<file path="src/rtl/shortcut_binding_table_top_assert.svh">
`ifndef SHORTCUT_BINDING_TABLE_TOP_ASSERT_SVH
`define SHORTCUT_BINDING_TABLE_TOP_ASSERT_SVH

// same-cycle implication, checked outside reset
`define SBT_ASSERT_NOW(label, clk, rstn, ante, cons, msg) \
    label: assert property (@(posedge clk) disable iff (!rstn) (ante) |-> (cons)) \
        else $error(msg);

// next-cycle implication, checked outside reset
`define SBT_ASSERT_NEXT(label, clk, rstn, ante, cons, msg) \
    label: assert property (@(posedge clk) disable iff (!rstn) (ante) |=> (cons)) \
        else $error(msg);

`endif

</file>
<file path="src/rtl/sbt_pkg.sv">
package sbt_pkg;

    localparam int unsigned DEFAULT_DEPTH = 64;
    localparam int unsigned MOD_W = 8;
    localparam int unsigned KEY_W = 16;
    localparam int unsigned ACT_W = 5;
    localparam int unsigned ARG_W = 16;
    localparam int unsigned CMD_W = 2;
    localparam int unsigned CFG_IDX_W = 2;
    localparam int unsigned CFG_DATA_W = 8;
    localparam int unsigned IN_TDATA_W = 48;

    typedef enum logic [CMD_W-1:0] {
        OP_LOOKUP = 2'd0,
        OP_BIND   = 2'd1,
        OP_CLEAR  = 2'd2,
        OP_NONE   = 2'd3
    } sbt_op_t;

    localparam logic [CFG_IDX_W-1:0] REG_CTRL  = 2'd0;
    localparam logic [CFG_IDX_W-1:0] REG_SHIFT = 2'd1;
    localparam logic [CFG_IDX_W-1:0] REG_ALT   = 2'd2;
    localparam logic [CFG_IDX_W-1:0] REG_SUPER = 2'd3;

    localparam logic [MOD_W-1:0] CTRL_MASK_RST  = 8'd17;
    localparam logic [MOD_W-1:0] SHIFT_MASK_RST = 8'd34;
    localparam logic [MOD_W-1:0] ALT_MASK_RST   = 8'd68;
    localparam logic [MOD_W-1:0] SUPER_MASK_RST = 8'd136;

    typedef struct packed {
        logic [MOD_W-1:0]        mods;
        logic [KEY_W-1:0]        key;
        logic [ACT_W-1:0]        action;
        logic signed [ARG_W-1:0] arg;
    } sbt_entry_t;

    typedef struct packed {
        logic load;
        logic scan;
        logic take_hit;
        logic update;
        logic append;
        logic reject;
        logic shift;
        logic dec;
        logic clear;
        logic finish;
    } sbt_cmd_t;

    typedef struct packed {
        sbt_op_t op;
        logic    act_zero;
        logic    hit;
        logic    miss;
        logic    full;
        logic    shift_done;
        logic    out_free;
    } sbt_status_t;

    function automatic logic [MOD_W-1:0] fold_mods(
        input logic [MOD_W-1:0] raw,
        input logic [MOD_W-1:0] m_ctrl,
        input logic [MOD_W-1:0] m_shift,
        input logic [MOD_W-1:0] m_alt,
        input logic [MOD_W-1:0] m_super
    );
        logic [MOD_W-1:0] m;
        m = '0;
        if ((raw & m_ctrl) != '0) m = m | m_ctrl;
        if ((raw & m_shift) != '0) m = m | m_shift;
        if ((raw & m_alt) != '0) m = m | m_alt;
        if ((raw & m_super) != '0) m = m | m_super;
        return m;
    endfunction

endpackage

</file>
<file path="src/rtl/shortcut_binding_table_top.sv">
// Transaction flow, N = stored entries: a lookup or bind scans the N entries, one entry per
// cycle, and stops at the first hit or after the last entry.
// Unbind hit shifts later entries down, one per cycle. Clear and the unused command go
// straight from the scan state to finish. m_tvalid rises with s_tready; one transaction in
// flight, and a result waiting in the output register stalls only the next one's finish.
// Reset (aresetn, synchronous, active low) empties the table and restores masks.
module shortcut_binding_table_top
    import sbt_pkg::*;
#(
    parameter int unsigned TABLE_DEPTH = DEFAULT_DEPTH,
    localparam int unsigned CNT_W    = $clog2(TABLE_DEPTH + 1),
    localparam int unsigned OUT_TD_W = ((1 + ACT_W + ARG_W + 1 + CNT_W + 7) / 8) * 8
) (
    input  logic                  aclk,
    input  logic                  aresetn,
    input  logic                  cfg_wr_en,
    input  logic [CFG_IDX_W-1:0]  cfg_addr,
    input  logic [CFG_DATA_W-1:0] cfg_wdata,
    input  logic                  s_tvalid,
    output logic                  s_tready,
    // command, modifier_bits, key_code, action_code, argument
    input  logic [IN_TDATA_W-1:0] s_tdata,
    output logic                  m_tvalid,
    input  logic                  m_tready,
    // found, bound_action, bound_argument, accepted, entry_count
    output logic [OUT_TD_W-1:0]   m_tdata
);

    sbt_cmd_t    cmd;
    sbt_status_t status;

    sbt_ctrl u_ctrl (
        .aclk     (aclk),
        .aresetn  (aresetn),
        .s_tvalid (s_tvalid),
        .s_tready (s_tready),
        .status   (status),
        .cmd      (cmd)
    );

    sbt_datapath #(
        .TABLE_DEPTH (TABLE_DEPTH),
        .CNT_W       (CNT_W),
        .OUT_TD_W    (OUT_TD_W)
    ) u_datapath (
        .aclk      (aclk),
        .aresetn   (aresetn),
        .cmd       (cmd),
        .status    (status),
        .cfg_wr_en (cfg_wr_en),
        .cfg_addr  (cfg_addr),
        .cfg_wdata (cfg_wdata),
        .s_tdata   (s_tdata),
        .m_tvalid  (m_tvalid),
        .m_tready  (m_tready),
        .m_tdata   (m_tdata)
    );

endmodule

</file>
<file path="src/rtl/sbt_ctrl.sv">
module sbt_ctrl
    import sbt_pkg::*;
(
    input  logic        aclk,
    input  logic        aresetn,
    input  logic        s_tvalid,
    output logic        s_tready,
    input  sbt_status_t status,
    output sbt_cmd_t    cmd
);

    typedef enum logic [1:0] {
        ST_IDLE,
        ST_SCAN,
        ST_SHIFT,
        ST_FINISH
    } state_t;

    state_t state_reg;
    state_t state_next;

    always_ff @(posedge aclk) begin
        if (!aresetn) begin
            state_reg <= ST_IDLE;
        end else begin
            state_reg <= state_next;
        end
    end

    assign s_tready = (state_reg == ST_IDLE);

    always_comb begin
        state_next = state_reg;
        cmd        = '0;
        case (state_reg)
            ST_IDLE: begin
                if (s_tvalid) begin
                    cmd.load   = 1'b1;
                    state_next = ST_SCAN;
                end
            end
            ST_SCAN: begin
                if (status.op == OP_CLEAR) begin
                    cmd.clear  = 1'b1;
                    state_next = ST_FINISH;
                end else if (status.op == OP_NONE) begin
                    state_next = ST_FINISH;
                end else begin
                    cmd.scan = 1'b1;
                    if (status.hit) begin
                        cmd.take_hit = 1'b1;
                        if (status.op == OP_BIND && status.act_zero) begin
                            state_next = ST_SHIFT;
                        end else begin
                            cmd.update = (status.op == OP_BIND);
                            state_next = ST_FINISH;
                        end
                    end else if (status.miss) begin
                        if (status.op == OP_BIND && !status.act_zero) begin
                            cmd.reject = status.full;
                            cmd.append = !status.full;
                        end
                        state_next = ST_FINISH;
                    end
                end
            end
            ST_SHIFT: begin
                cmd.shift = 1'b1;
                if (status.shift_done) begin
                    cmd.dec    = 1'b1;
                    state_next = ST_FINISH;
                end
            end
            ST_FINISH: begin
                if (status.out_free) begin
                    cmd.finish = 1'b1;
                    state_next = ST_IDLE;
                end
            end
            default: begin
                state_next = ST_IDLE;
            end
        endcase
    end

endmodule

</file>
<file path="src/rtl/sbt_datapath.sv">
module sbt_datapath
    import sbt_pkg::*;
#(
    parameter int unsigned TABLE_DEPTH = DEFAULT_DEPTH,
    parameter int unsigned CNT_W       = $clog2(TABLE_DEPTH + 1),
    parameter int unsigned OUT_TD_W    = ((1 + ACT_W + ARG_W + 1 + CNT_W + 7) / 8) * 8
) (
    input  logic                  aclk,
    input  logic                  aresetn,
    input  sbt_cmd_t              cmd,
    output sbt_status_t           status,
    input  logic                  cfg_wr_en,
    input  logic [CFG_IDX_W-1:0]  cfg_addr,
    input  logic [CFG_DATA_W-1:0] cfg_wdata,
    input  logic [IN_TDATA_W-1:0] s_tdata,
    output logic                  m_tvalid,
    input  logic                  m_tready,
    output logic [OUT_TD_W-1:0]   m_tdata
);

`include "shortcut_binding_table_top_assert.svh"

    localparam int unsigned AW = (TABLE_DEPTH > 1) ? $clog2(TABLE_DEPTH) : 1;

    logic [MOD_W-1:0] ctrl_mask_reg;
    logic [MOD_W-1:0] shift_mask_reg;
    logic [MOD_W-1:0] alt_mask_reg;
    logic [MOD_W-1:0] super_mask_reg;

    sbt_op_t                 op_reg;
    logic [MOD_W-1:0]        mods_reg;
    logic [KEY_W-1:0]        key_reg;
    logic [ACT_W-1:0]        action_reg;
    logic signed [ARG_W-1:0] arg_reg;

    sbt_entry_t mem [TABLE_DEPTH];
    sbt_entry_t rd_data_reg;
    sbt_entry_t mem_wdata;
    logic       mem_we;
    logic [AW-1:0] mem_waddr;
    logic [AW-1:0] rd_addr;

    logic [CNT_W-1:0] cnt_reg;
    logic [CNT_W-1:0] rd_idx_reg;
    logic [CNT_W-1:0] sh_idx_reg;
    logic [CNT_W-1:0] sh_plus1;
    logic [AW-1:0]    cmp_idx_reg;
    logic [AW-1:0]    sh_wr_addr_reg;
    logic             cmp_vld_reg;
    logic             sh_wr_vld_reg;

    logic                    found_reg;
    logic                    accepted_reg;
    logic [ACT_W-1:0]        bact_reg;
    logic signed [ARG_W-1:0] barg_reg;

    logic                    out_found_reg;
    logic                    out_accepted_reg;
    logic [ACT_W-1:0]        out_bact_reg;
    logic signed [ARG_W-1:0] out_barg_reg;
    logic [CNT_W-1:0]        out_cnt_reg;
    logic                    m_tvalid_reg;

    logic scan_issue;
    logic shift_more;
    logic shift_issue;
    logic match;
    logic full;
    logic out_free;

    // config mask registers; s_tdata fields, low to high: command, modifier_bits, key_code,
    // action_code, argument
    always_ff @(posedge aclk) begin
        if (!aresetn) begin
            ctrl_mask_reg  <= CTRL_MASK_RST;
            shift_mask_reg <= SHIFT_MASK_RST;
            alt_mask_reg   <= ALT_MASK_RST;
            super_mask_reg <= SUPER_MASK_RST;
        end else if (cfg_wr_en) begin
            case (cfg_addr)
                REG_CTRL:  ctrl_mask_reg  <= cfg_wdata;
                REG_SHIFT: shift_mask_reg <= cfg_wdata;
                REG_ALT:   alt_mask_reg   <= cfg_wdata;
                REG_SUPER: super_mask_reg <= cfg_wdata;
                default: begin
                end
            endcase
        end
    end

    always_ff @(posedge aclk) begin
        if (cmd.load) begin
            op_reg     <= sbt_op_t'(s_tdata[1:0]);
            mods_reg   <= fold_mods(s_tdata[9:2], ctrl_mask_reg, shift_mask_reg,
                                    alt_mask_reg, super_mask_reg);
            key_reg    <= s_tdata[25:10];
            action_reg <= s_tdata[30:26];
            arg_reg    <= s_tdata[46:31];
        end
    end

    assign sh_plus1    = sh_idx_reg + CNT_W'(1);
    assign scan_issue  = cmd.scan && (rd_idx_reg < cnt_reg);
    assign shift_more  = (sh_plus1 < cnt_reg);
    assign shift_issue = cmd.shift && shift_more;
    assign rd_addr     = shift_issue ? sh_plus1[AW-1:0] : rd_idx_reg[AW-1:0];
    assign match       = (rd_data_reg.mods == mods_reg) && (rd_data_reg.key == key_reg);
    assign full        = (cnt_reg == CNT_W'(TABLE_DEPTH));

    always_comb begin
        mem_we    = 1'b0;
        mem_waddr = cmp_idx_reg;
        mem_wdata = '{mods: mods_reg, key: key_reg, action: action_reg, arg: arg_reg};
        if (cmd.update) begin
            mem_we = 1'b1;
        end else if (cmd.append) begin
            mem_we    = 1'b1;
            mem_waddr = cnt_reg[AW-1:0];
        end else if (sh_wr_vld_reg) begin
            mem_we    = 1'b1;
            mem_waddr = sh_wr_addr_reg;
            mem_wdata = rd_data_reg;
        end
    end

    always_ff @(posedge aclk) begin
        if (mem_we) begin
            mem[mem_waddr] <= mem_wdata;
        end
        rd_data_reg <= mem[rd_addr];
    end

    // scan and shift pipelines, entry count
    always_ff @(posedge aclk) begin
        if (!aresetn) begin
            cnt_reg       <= '0;
            rd_idx_reg    <= '0;
            sh_idx_reg    <= '0;
            cmp_vld_reg   <= 1'b0;
            sh_wr_vld_reg <= 1'b0;
        end else begin
            if (cmd.load) begin
                rd_idx_reg  <= '0;
                cmp_vld_reg <= 1'b0;
            end else begin
                cmp_vld_reg <= scan_issue;
                if (scan_issue) begin
                    rd_idx_reg <= rd_idx_reg + CNT_W'(1);
                end
            end
            if (cmd.take_hit) begin
                sh_idx_reg    <= CNT_W'(cmp_idx_reg);
                sh_wr_vld_reg <= 1'b0;
            end else begin
                sh_wr_vld_reg <= shift_issue;
                if (shift_issue) begin
                    sh_idx_reg <= sh_plus1;
                end
            end
            if (cmd.clear) begin
                cnt_reg <= '0;
            end else if (cmd.append) begin
                cnt_reg <= cnt_reg + CNT_W'(1);
            end else if (cmd.dec) begin
                cnt_reg <= cnt_reg - CNT_W'(1);
            end
        end
    end

    always_ff @(posedge aclk) begin
        if (scan_issue) begin
            cmp_idx_reg <= rd_idx_reg[AW-1:0];
        end
        if (shift_issue) begin
            sh_wr_addr_reg <= sh_idx_reg[AW-1:0];
        end
    end

    // per-transaction result
    always_ff @(posedge aclk) begin
        if (cmd.load) begin
            found_reg    <= 1'b0;
            accepted_reg <= 1'b1;
            bact_reg     <= '0;
            barg_reg     <= '0;
        end else begin
            if (cmd.take_hit) begin
                found_reg <= 1'b1;
                if (op_reg == OP_LOOKUP) begin
                    bact_reg <= rd_data_reg.action;
                    barg_reg <= rd_data_reg.arg;
                end
            end
            if (cmd.reject) begin
                accepted_reg <= 1'b0;
            end
        end
    end

    assign out_free = !m_tvalid_reg || m_tready;

    always_ff @(posedge aclk) begin
        if (!aresetn) begin
            m_tvalid_reg <= 1'b0;
        end else if (cmd.finish) begin
            m_tvalid_reg <= 1'b1;
        end else if (m_tready) begin
            m_tvalid_reg <= 1'b0;
        end
    end

    always_ff @(posedge aclk) begin
        if (cmd.finish) begin
            out_found_reg    <= found_reg;
            out_accepted_reg <= accepted_reg;
            out_bact_reg     <= bact_reg;
            out_barg_reg     <= barg_reg;
            out_cnt_reg      <= cnt_reg;
        end
    end

    assign m_tvalid = m_tvalid_reg;
    assign m_tdata  = OUT_TD_W'({out_cnt_reg, out_accepted_reg, out_barg_reg,
                                 out_bact_reg, out_found_reg});

    assign status.op         = op_reg;
    assign status.act_zero   = (action_reg == '0);
    assign status.hit        = cmp_vld_reg && match;
    assign status.miss       = !cmp_vld_reg && (rd_idx_reg == cnt_reg);
    assign status.full       = full;
    assign status.shift_done = !shift_more && !sh_wr_vld_reg;
    assign status.out_free   = out_free;

    `SBT_ASSERT_NOW(a_append_room, aclk, aresetn, cmd.append, !full, "append into full table")
    `SBT_ASSERT_NOW(a_dec_nonzero, aclk, aresetn, cmd.dec, cnt_reg != '0, "remove from empty table")
    `SBT_ASSERT_NOW(a_finish_free, aclk, aresetn, cmd.finish, out_free, "result overwritten")
    `SBT_ASSERT_NOW(a_shift_addr, aclk, aresetn, sh_wr_vld_reg,
                    CNT_W'(sh_wr_addr_reg) < cnt_reg, "shift write beyond count")

endmodule

</file>
<file path="config.mk">
export PLATFORM = sky130hd
export DESIGN_NAME = shortcut_binding_table_top
export DESIGN_NICKNAME = d
export VERILOG_FILES = /design/src/rtl/sbt_pkg.sv /design/src/rtl/shortcut_binding_table_top.sv /design/src/rtl/sbt_ctrl.sv /design/src/rtl/sbt_datapath.sv
export VERILOG_INCLUDE_DIRS = /design/src /design/src/rtl
export SDC_FILE = /design/constraint.sdc
export NUM_CORES = 2
export LEC_CHECK = 0
export ABC_CLOCK_PERIOD_IN_PS = 5000
export BUFFER_PORTS_ARGS = -buffer_cell sky130_fd_sc_hd__clkbuf_2
export CORE_ASPECT_RATIO = 1.25
export CORE_UTILIZATION = 25
export CTS_CLUSTER_DIAMETER = 50
export DETAILED_ROUTE_END_ITERATION = 10
export GPL_ROUTABILITY_DRIVEN = 0
export GPL_TIMING_DRIVEN = 0
export PLACE_DENSITY_LB_ADDON = 0.05
export SYNTH_ARGS = -nofsm -noshare
export SYNTH_HDL_FRONTEND = slang
export SYNTH_HIERARCHICAL = 1
export SYNTH_SLANG_ARGS = --single-unit
</file>
<file path="constraint.sdc">
create_clock -name aclk -period 5 [get_ports aclk]
set_input_delay 1 -clock aclk [delete_from_list [all_inputs] [get_ports aclk]]
set_output_delay 1 -clock aclk [all_outputs]
set_load 0.005 [all_outputs]
</file>
==> impl_metrics.py <==
metrics = {
    "timing": {
        "rsz0062_at_grt": "true",
        "period_share_pct": 103.0,
        "fin_skew_ns": 0.04829,
        "maxSlewViolCount": 0,
        "fin_ws_ns": -0.1499,
        "holdWs_ns": 0.1593,
        "finalHoldViolations": 0,
        "tightest_slew_ns": 1.408,
        "setup_tns_ns": -0.7807,
        "max_slew_margin_pct": 6.113,
        "post-route-min-period_ns": 5.150,
        "setup_violations": 12,
        "maxClockFrequency_ghz": 0.1942,
    },
    "global_route": {
        "antenna_found_initial": 52,
        "grt_start_max_net_pins": 65,
        "grt_first_pass_wirelength_mm": 773.3,
        "grt_usage_pct": 23.78,
        "grt_pass1_vias": 78710,
        "grt-ovfl-total": 0,
    },
    "routing": {
        "vias_per_cell": 4.978,
        "drc_errors": 0,
        "dr.pass1.iters": 6,
        "drtIter0Drc": 7921,
        "ant_nets": 0,
        "vias": 81196,
        "routed_wl_mm": 597.1,
        "post_drt_wl_per_cell_um": 36.61,
    },
    "job": {
        "maxCapViolCount": 0,
    },
    "hold_path": {
        "hp-start": "s_tdata[1]",
        "holdPathStages": 1,
        "hp-class": "input port to flip-flop",
    },
    "place": {
        "dp.final_hpwl_mm": 418.1,
        "port_buffers": 93,
    },
    "worst_setup_path": {
        "crit_path_max_fanout": 8,
        "critical_path.max_stage_delay_ns": 0.53,
        "rr_startpoint": "u_datapath/sh_idx_reg[0]",
        "arrival_ns": 6.00,
        "cp_common_cell": "buf_16",
        "startpoint_type": "flip-flop",
        "path_class": "flip-flop to flip-flop",
        "rr_worst_depth": 22,
        "crit_path_start": "u_datapath/sh_idx_reg[0]",
        "crit_chain": "ha_4, nand3_4, or2_4, xnor2_2, ha_1, a21oi_2, o211ai_1, buf_4, a211oi_4, a21oi_4, buf_12, buf_6, buf_12, buf_8, buf_16, buf_16, buf_16, nand2_2, nand4_1, nand4_1, nor3_4, or3_4",
        "required_ns": 5.85,
        "end_kind": "flip-flop",
        "cp_slowest_cell": "nand4_1",
    },
    "clock_network": {
        "cts_inserted_buffers": 397,
        "htreeDepth": 5,
        "cts_root_buf": "clkbuf_16",
        "cts_tree": "yes",
        "clkLatencyLatePin_ns": 1.02,
        "clock_path_buffers": 4,
        "clk_pin_slew_worst_paths_ns": 0.06,
        "cts_sinks": 3095,
        "postCtsHoldBufs": 0,
    },
    "synth": {
        "syn_avg_cell_area_um2": 14.25,
        "yosys_most_used_dff": "edfxtp_1",
        "syn-cell-area_um2": 121100,
        "synthCells": 8501,
        "ys_seq_elements": 3095,
        "yosysUniqueCellTypes": 78,
        "synthArstFlopShare_pct": 0,
        "ys_seq_area_share_pct": 75.69,
        "synth-edff-count": 2969,
        "yosys_warnings": 6,
    },
    "layout": {
        "layout_commonest_cell": "edfxtp_1",
        "finalNetCount": 9556,
        "largest_register_ffs": 2880,
        "final_cell_mix": "2969 x edfxtp_1, 1997 x nand2_1, 639 x a21oi_1",
        "areaGrowthSynthToFinish_pct": 29.67,
        "fillers": 47355,
        "drive_gt1_share_pct": 22.57,
    },
    "die": {
        "start_util_pct": 25.12,
        "die_w_um": 624.6,
        "rows": 285,
        "fp.dieH_um": 780.2,
        "die_area_um2": 487300,
        "io-pin-count": 97,
        "core_area_um2": 482100,
    },
    "power": {
        "max-vdd-ir-drop_uv": 410.1,
        "p_leak_nw": 52.80,
        "total_power_w": 0.07328,
        "p_per_area_nw_per_um2": 466.6,
    },
    "run_status": {
        "status": "complete, but fails checks",
        "violations": "setup timing",
    },
}
==> synthesized netlist by cell type (all sizes together) (4+ instances only) <==
cell,instances,area [µm²]
and2b,4,32.53
nand3,437,2187
o21ai,29,156.4
inv,26,100.1
o221ai,74,648.1
and2,11,71.32
o22ai,58,362.9
mux2i,453,4547
nor3b,4,41.29
a21oi,688,3455
ha,25,312.8
xnor2,22,192.7
nand4,33,206.5
dfxtp,126,2522
or2,7,43.79
or4,8,60.06
a31oi,92,581.8
nor3,48,250.2
a32oi,198,1734
a221oi,43,376.6
mux2,50,563.0
o211ai,11,82.58
nor2,137,514.2
a21boi,20,150.1
or3,39,244.0
nand2,2034,7640
a2111oi,35,325.3
a211oi,11,92.58
a21o,8,60.06
o2111ai,38,332.8
and3,4,25.02
clkbuf,285,1077
xor2,22,192.7
nor2b,19,118.9
buf,245,1216
a22oi,142,1066
edfxtp,2969,89160
nand2b,5,31.28
nor4,9,56.30
==> layout make-up <==
type                    instances  area, µm²  share of cell area (%)
flip-flops and latches       3095      91700                   58.38
multi-input cells            4851      31460                   20.03
clock buffers                 470      10440                   6.645
well taps                    6457       8079                   5.144
repair buffers                575       7914                   5.039
plain buffers                 521       4343                   2.765
clock inverters               268       2917                   1.857
diodes                         49      122.6                 0.07807
inverters                      26      100.1                 0.06373
==> worst max-delay path: cells and delay by family, from the launching register on <==
family                     cells  cell delay, ns
DFF                            1            0.38
xor gates and xnor gates       1            0.14
buffers and inverters          8            1.29
AOI/OAI and AO/OA              4            0.68
adders and majority gates      2            0.49
and+or+nand+nor                7            1.93
==> worst paths after layout <==
path / end / slack, ns
worst max register to register: u_datapath/rd_data_reg[3] / -0.15
worst min register to register: u_datapath/out_bact_reg[1] / 0.43
worst max-delay path: u_datapath/rd_data_reg[3] / -0.15
worst min-delay path: u_datapath/op_reg[1] / 0.16
==> report_power, final <==
| group | total (W) | internal [W] | switching, W |
|---|---|---|---|
| sequential | 0.0303 | 0.0300 | 0.000334 |
| clock | 0.0294 | 0.0173 | 0.0121 |
| combinational | 0.0135 | 0.00390 | 0.00965 |
| total | 0.0733 | 0.0512 | 0.0221 |
==> cell families (layout without fill, tap and decap cells) <==
family                   Yosys count  count (layout)  share of synthesized area [%]
buffers and inverters            556            1860                          1.976
AND/OR/NAND/NOR                 2804            2804                          9.548
multiplexers                     503             503                          4.219
other                              1              51                       0.003096
flip-flops                      3095            3095                          75.69
XOR/XNOR                          44              44                         0.3181
AO/OA/AOI/OAI                   1472            1472                          7.974
adder cells (fa/ha/maj)           26              26                         0.2748
==> repair_timing <==
| item | 4_1_cts | 5_1_grt |
|---|---|---|
| gates cloned | 6 | 3 |
| endpoints found under the hold margin | 0 | 0 |
| pin swaps | 143 | 153 |
| resized for setup | 1056 | 397 |
| endpoints found under the setup margin | 5779 | 1588 |
| buffers inserted | 194 | 65 |
==> per-layer routing <==
layer / GRT usage [%] / part of all wire [%] / wire length (µm)
met1: 29.70 / 40 / 239900
met2: 40.50 / 49 / 290600
met3: 3.281 / 5.5 / 32640
met4: 11.12 / 5.7 / 33840
met5: 0 / 0.011 / 67
==> stage by stage <==
stage          area (µm²)  utilization (%)  std cells  worst slack [ns]
6_report           157100            32.58      16312           -0.1499
5_1_grt            157000            32.57      16294           -0.1548
4_1_cts            154800            32.11      16200           -0.1259
3_5_place_dp       135100            28.03      15267            -3.373
3_3_place_gp       129700            26.90      15052            -8.279
2_1_floorplan      121100                -       8502           -0.3570
Power figures use the tool's default switching activity.
